### src/agt_pkg.sv
`timescale 1ns / 1ps

package agt_pkg;

	// binary angle resolution of the joint inputs, 10 to 16
	localparam int ANGLE_BITS = 16;

	localparam int NUM_REGS  = 8;
	localparam int REG_W     = 16;
	localparam int ADDR_W    = 5;
	localparam int IDX_W     = 3;

	localparam int COS_STAGES  = 7;
	localparam int PIPE_STAGES = 10;
	localparam int COS_W       = 32;
	localparam int HORNER_W    = 31;

	typedef enum logic [IDX_W-1:0] {
		REG_UPPER_ARM_LENGTH = 3'd0,
		REG_FOREARM_LENGTH   = 3'd1,
		REG_UPPER_ARM_MASS   = 3'd2,
		REG_ELBOW_MOTOR_MASS = 3'd3,
		REG_FOREARM_MASS     = 3'd4,
		REG_GRIPPER_MASS     = 3'd5,
		REG_PAYLOAD_MASS     = 3'd6,
		REG_GRAVITY_ACCEL    = 3'd7
	} reg_idx_t;

	localparam logic [REG_W-1:0] REG_RESET [NUM_REGS] = '{
		16'd0, 16'd0, 16'd0, 16'd0, 16'd0, 16'd0, 16'd0, 16'd40168
	};

	// cosine polynomial in w = x^2, Q30
	localparam logic [HORNER_W-1:0] COS_COEF [5] = '{
		31'd1324675879, 31'd272375560, 31'd22401992, 31'd987048, 31'd27061
	};

	localparam logic [HORNER_W-1:0] Q30_ONE = 31'h4000_0000;

	// static torque coefficients at scale 2^19
	typedef struct packed {
		logic [31:0] ta;
		logic [31:0] tb;
	} coef_t;

endpackage

### src/agt_cfg.sv
`timescale 1ns / 1ps

module agt_cfg import agt_pkg::*; (
	input  logic              clk,
	input  logic              arst_n,
	input  logic              psel,
	input  logic              penable,
	input  logic              pwrite,
	input  logic [ADDR_W-1:0] paddr,
	input  logic [31:0]       pwdata,
	output logic [31:0]       prdata,
	output coef_t             coef
);

	logic [REG_W-1:0] regs_q [NUM_REGS];
	logic [19:0]      mass_a_q;
	logic [18:0]      mass_b_q;
	logic [35:0]      len_mass_a_q;
	logic [34:0]      len_mass_b_q;
	logic [51:0]      full_a;
	logic [50:0]      full_b;
	logic [IDX_W-1:0] idx;

	assign idx = paddr[ADDR_W-1:2];

	always_ff @(posedge clk or negedge arst_n) begin
		if (!arst_n) begin
			for (int i = 0; i < NUM_REGS; i++) begin
				regs_q[i] <= REG_RESET[i];
			end
		end else if (psel && penable && pwrite) begin
			regs_q[idx] <= pwdata[REG_W-1:0];
		end
	end

	assign prdata = {16'd0, regs_q[idx]};

	// doubled mass sums, then length products, then gravity
	always_ff @(posedge clk) begin
		mass_a_q <= 20'(regs_q[REG_UPPER_ARM_MASS])
			+ 20'({regs_q[REG_ELBOW_MOTOR_MASS], 1'b0})
			+ 20'({regs_q[REG_FOREARM_MASS], 1'b0})
			+ 20'({regs_q[REG_GRIPPER_MASS], 1'b0})
			+ 20'({regs_q[REG_PAYLOAD_MASS], 1'b0});
		mass_b_q <= 19'(regs_q[REG_FOREARM_MASS])
			+ 19'({regs_q[REG_GRIPPER_MASS], 1'b0})
			+ 19'({regs_q[REG_PAYLOAD_MASS], 1'b0});
		len_mass_a_q <= 36'(regs_q[REG_UPPER_ARM_LENGTH]) * 36'(mass_a_q);
		len_mass_b_q <= 35'(regs_q[REG_FOREARM_LENGTH]) * 35'(mass_b_q);
		coef.ta <= full_a[51:20];
		coef.tb <= {1'b0, full_b[50:20]};
	end

	assign full_a = 52'(len_mass_a_q) * 52'(regs_q[REG_GRAVITY_ACCEL]);
	assign full_b = 51'(len_mass_b_q) * 51'(regs_q[REG_GRAVITY_ACCEL]);

endmodule

### config.mk
export PLATFORM = sky130hd
export DESIGN_NAME = agt_cfg
export DESIGN_NICKNAME = d
export VERILOG_FILES = /design/src/agt_pkg.sv /design/src/agt_cfg.sv
export SDC_FILE = /design/constraint.sdc
export NUM_CORES = 2
export LEC_CHECK = 0
export BUFFER_PORTS_ARGS = -buffer_cell sky130_fd_sc_hd__buf_2
export CAP_MARGIN = 20
export CORE_MARGIN = 3
export CORE_UTILIZATION = 40
export DETAILED_ROUTE_END_ITERATION = 12
export GPL_TIMING_DRIVEN = 0
export HOLD_SLACK_MARGIN = 0.06
export PLACE_DENSITY_LB_ADDON = 0.2
export SLEW_MARGIN = 20
export SYNTH_ARGS = -nofsm -noshare
export SYNTH_HDL_FRONTEND = slang
export SYNTH_SLANG_ARGS = --single-unit
### constraint.sdc
create_clock -name clk -period 9.4 [get_ports clk]
set_input_delay 0.94 -clock clk [delete_from_list [all_inputs] [get_ports clk]]
set_output_delay 0.94 -clock clk [all_outputs]
set_load 0.02 [all_outputs]
**Word level (Yosys, flattened, before mapping)**

Index checks and enable logic that the tools add are counted.

- Register bits: 301
- Input port bits: 42
- Output and inout bits: 96
- Word-level logic and storage cells: 36

- Add/subtract/negate cells: 6
- Multiply operators: 4
- $lt $le $gt $ge: 2
- Muxes and demuxes: 6
- Bitwise logic cells: 1
- Reductions and logical operators: 3

Operators with widths:

| kind | count |
|---|---|
| 128-bit bitwise mux | 1 |
| 36-bit by 16-bit multiplier with 52-bit output | 1 |
| 35-bit by 16-bit multiplier with 51-bit output | 1 |
| 16-bit binary-select mux with 3-bit select | 1 |
| 16-bit demux with 3-bit select | 1 |
| 16-bit two-way mux | 3 |
| 18-bit by 17-bit adder with 19-bit output | 2 |
| 16-bit by 17-bit adder with 18-bit output | 2 |
| 16-bit by 20-bit multiplier with 36-bit output | 1 |
| 16-bit by 19-bit multiplier with 35-bit output | 1 |
| 19-bit by 17-bit adder with 20-bit output | 1 |
| 20-bit by 17-bit adder with 20-bit output | 1 |
| 4-bit greater-or-equal comparator, second input constant | 1 |
| 4-bit by 1-bit less-than comparator with 1-bit output, second input constant | 1 |
| 3-bit NOT with 4-bit output | 1 |
| 1-bit logical AND | 3 |

**Logic depth before layout (Yosys ltp)**

- Depth after elaboration: 6
- Depth in mapped cells: 26
- Gate-level depth less buffers: 24

**Worst setup path before layout**

Ideal clock, no wire load.

- Kind: register to register
- Start: register regs_q[7] (netlist bit)
- End: register coef[55] (netlist bit)
- Library setup time: 72 ps
- Arrival: 6470 ps
- Required time: 9328 ps
- Path slack: 2858 ps
- Stages on the path, launching flop included: 26
- Path buffers: 2
- Clock period less this slack: 6542 ps
- Cell sequence: dfstp_2 > clkbuf_1 > clkbuf_1 > nand2_1 > fa_1 > inv_1 > fa_1 > inv_1 > fa_1 > inv_1 > fa_1 > fa_1 > inv_1 > fa_1 > inv_1 > ha_1 > a21oi_1 > o211ai_1 > o2bb2ai_1 > o31a_1 > and3_1 > a41o_1 > a21oi_2 > o21ai_1 > a211oi_2 > xnor2_1

- Word-level cells in the longest chain between the ends: 1

Ends and longest elaborated chain:

| element | RTL line | text |
|---|---|---|
| start, declared | agt_cfg.sv:15 | `logic [REG_W-1:0] regs_q [NUM_REGS];` |
| start signal, assigned by index | agt_cfg.sv:29 | `regs_q[i] <= REG_RESET[i];` |
| start signal, assigned by index | agt_cfg.sv:32 | `regs_q[idx] <= pwdata[REG_W-1:0];` |
| 36-bit by 16-bit multiplier with 52-bit output | agt_cfg.sv:54 | `assign full_a = 52'(len_mass_a_q) * 52'(regs_q[REG_GRAVITY_ACCEL]);` |
| via full_a[43] | agt_cfg.sv:20 | `logic [51:0] full_a;` |
| end, declared | agt_cfg.sv:12 | `output coef_t coef` |

The timed path passes the listed nets, and every way through them passes these cells.
A chain may end at the register's enable or synchronous reset.

**Worst setup path after layout**

- Start: register regs_q[6] (netlist bit)
- End: register coef[48] (netlist bit)

Same word-level chain as after synthesis.

==> impl_metrics.csv <==
group,metric,value,unit
worst_setup_path,cp-end-kind,"register",
floorplan,num_rows,148,
placed_design,dp_hpwl,169.9,mm
global_routing,first_global_vias,52360,
cts,post_cts_buffers,0,
outcome,outcome,"completed",
worst_setup_path,cp.required,9.85,ns
global_routing,track_usage,0.2497,
synth,syn_area,0.06570,mm2
drt,first_pass_iters,6,
timing,fin_crit_sh,0.9388,
timing,fin_setup_tns,0,ns
hold_path,hp-class,"primary input to async pin",
worst_setup_path,critPathMaxFanout,10,
timing,finalClockSkew,0.05417,ns
timing,tightest_slew,1.273,ns
floorplan,die_x,411.3,um
floorplan,coreArea,0.1630,mm2
worst_setup_path,critPathKind,"register to register",
synth,ys_warn_count,0,
timing,fin_crit,8.824,ns
worst_setup_path,rr_startpoint,"regs_q[6]$_DFFE_PN1P_",
cts,htreeDepth,2,
timing,report.final.setup_viol,0,
worst_setup_path,cp-startpoint,"regs_q[6]$_DFFE_PN1P_",
timing,grt_setup_unrepaired,"false",
timing,slew_headroom,0.1511,
timing,maxSlewViolCount,0,
synth,synth_top_area_share,0.4510,
cts,cts_buffers,42,
cells_and_area,area_growth,7.428,%
placed_design,io_buffers,99,
cells_and_area,mostFrequentLayoutCell,"inv_1",
synth,seq_area_frac_synth,0.1016,
worst_setup_path,worstPathArrival,9.27,ns
floorplan,start_util,0.4032,
floorplan,dieArea,0.1691,mm2
global_routing,grt_overflow_total,0,
cts,post_cts_resized,0,
synth,synth_edf_count,0,
cts,cts_tree,"built",
synth,syn_avg_cell_area,9.279,um2
timing,fmax,0.1133,GHz
synth,synth_cell_types,73,
placed_design,place_congestion,0.9364,
synth,synth_top_cell_by_area,"fa_1",
drt,routed_wl,206.3,mm
timing,worst_hold_slack,0.1916,ns
global_routing,grt_pass1_wl,319.0,mm
synth,synth_area_leaders,"fa_1, ha_1, inv_1",
drt,wl_per_cell,21.80,um
timing,hold_violations,0,
cts,ctsLongestPathBuffers,3,
global_routing,grt_max_degree,88,
drt,vias,48050,
cells_and_area,drive_gt1_frac,0.04962,
synth,async_reset_ff_frac,0.4252,
floorplan,die_h,411.3,um
cells_and_area,final_nets,9256,
cts,root_buffer,"clkbuf_16",
drt,drcViolationCount,0,
drt,via_per_inst,5.076,
job,cap_violations,0,
drt,ant_nets,0,
cells_and_area,fill_cells,16230,
global_routing,antenna_found_initial,26,
drt,drtIter0Drc,2880,
synth,synth_seq_cells,301,
floorplan,ios,138,
cts,cts_hold_buf,0,
cts,clkSinkCount,301,
cts,clkLatencyLatePin,0.65,ns
synth,synth_ff_type,"dfxtp_1",
cells_and_area,final_cell_mix,"inv_1, fa_1, nand2_1",
cts,clkTransAtPathRegs,0.06,ns
worst_setup_path,start_kind,"register",
synth,syn_inst,7080,
## cells in the mapped netlist, types with 8 or more instances
library cell	count
a21boi_0	11
a21o_1	78
a21oi_1	124
a22oi_1	65
a31oi_1	10
and2_1	679
and3_1	14
buf_4	17
clkbuf_1	320
dfrtp_1	120
dfstp_2	8
dfxtp_1	173
fa_1	1480
ha_1	492
inv_1	1634
mux2_2	124
nand2_1	1161
nand2b_1	12
nand3_1	29
nand4_1	35
nor2_1	87
nor2b_1	15
nor3_1	29
o21a_1	18
o21ai_0	62
o21bai_1	18
xnor2_1	109
xor2_1	38
## final timing paths
path,endpoint,slack [ns],depth (start not counted)
max,coef[48]$_DFF_P_,0.58,23
min,regs_q[61]$_DFFE_PN0P_,0.19,1
max reg2reg,coef[48]$_DFF_P_,0.58,23
min in group clk,mass_a_q[0]$_DFF_P_,0.42,0
max in group asynchronous,regs_q[80]$_DFFE_PN0P_,8.41,2
min reg2reg,mass_a_q[0]$_DFF_P_,0.42,0
## layer usage
layer  GRT usage  vias up  routed length (um)
li1            -    21180                   -
met4     0.08353       12                7841
met1      0.3328    24850               86680
met3     0.04511      356               14960
met2      0.4106     1646               96740
met5           0        -                  80
## cell families (layout without fill, tap and decap cells)
kind of cell    after synthesis  count (layout)  share of synthesized area
flops                       301             301                     0.1016
fa+ha+maj                  1972            1972                     0.5447
xor+xnor                    147             147                    0.01960
mux                         124             124                    0.02125
simple gates               2095            2095                     0.1516
other cells                   1              31                 0.00005708
buf+inv                    1978            2158                     0.1141
compound gates              462             462                    0.04716
## metrics by stage
stage                     area (um2)  instances  setup WS (ns)    util
after global routing           70550       9453         0.2727  0.4329
final                          70580       9465         0.5757  0.4331
after global placement         68970       9370         0.4180  0.4233
after floorplan                65760       7096          2.858       -
after detailed placement       69080       9373         0.6298  0.4239
after CTS                      70540       9451         0.6247  0.4329
## flip-flops by register name (all words and copies together) (netlist names)
register      cells
mass_a_q         20
len_mass_b_q     35
len_mass_a_q     36
coef             63
mass_b_q         19
regs_q          128
## worst max-delay path: stages (launching register included)
cell and delay (ns):
dfstp_2 0.51, clkbuf_1 0.70, clkbuf_1 1.00, and2_1 0.27, fa_1 0.41, inv_1 0.08
fa_1 0.43, fa_1 0.51, inv_1 0.05, fa_1 0.49, fa_1 0.50, inv_1 0.05
fa_1 0.47, inv_1 0.04, ha_1 0.31, a21oi_1 0.29, o21ai_0 0.21, a21oi_1 0.21
nand4_1 0.37, and3_1 0.37, a41o_1 0.30, a21oi_2 0.34, o21bai_1 0.15, xor2_1 0.56
## cell type report
| cell class | instances | area, um2 | area share |
|---|---|---|---|
| multi-input combinational | 4817 | 51620 | 0.7315 |
| sequential | 301 | 6676 | 0.09460 |
| inverter | 1634 | 6133 | 0.08690 |
| tap | 2175 | 2721 | 0.03856 |
| buffer | 344 | 1371 | 0.01943 |
| clock buffer | 59 | 1185 | 0.01679 |
| timing repair buffer | 102 | 553.0 | 0.007836 |
| clock inverter | 19 | 277.8 | 0.003936 |
| antenna | 14 | 35.03 | 0.0004964 |
Power is left out: the tool's default activity adds up to more than one toggle a clock period on the data nets, which glitch-free logic cannot reach.
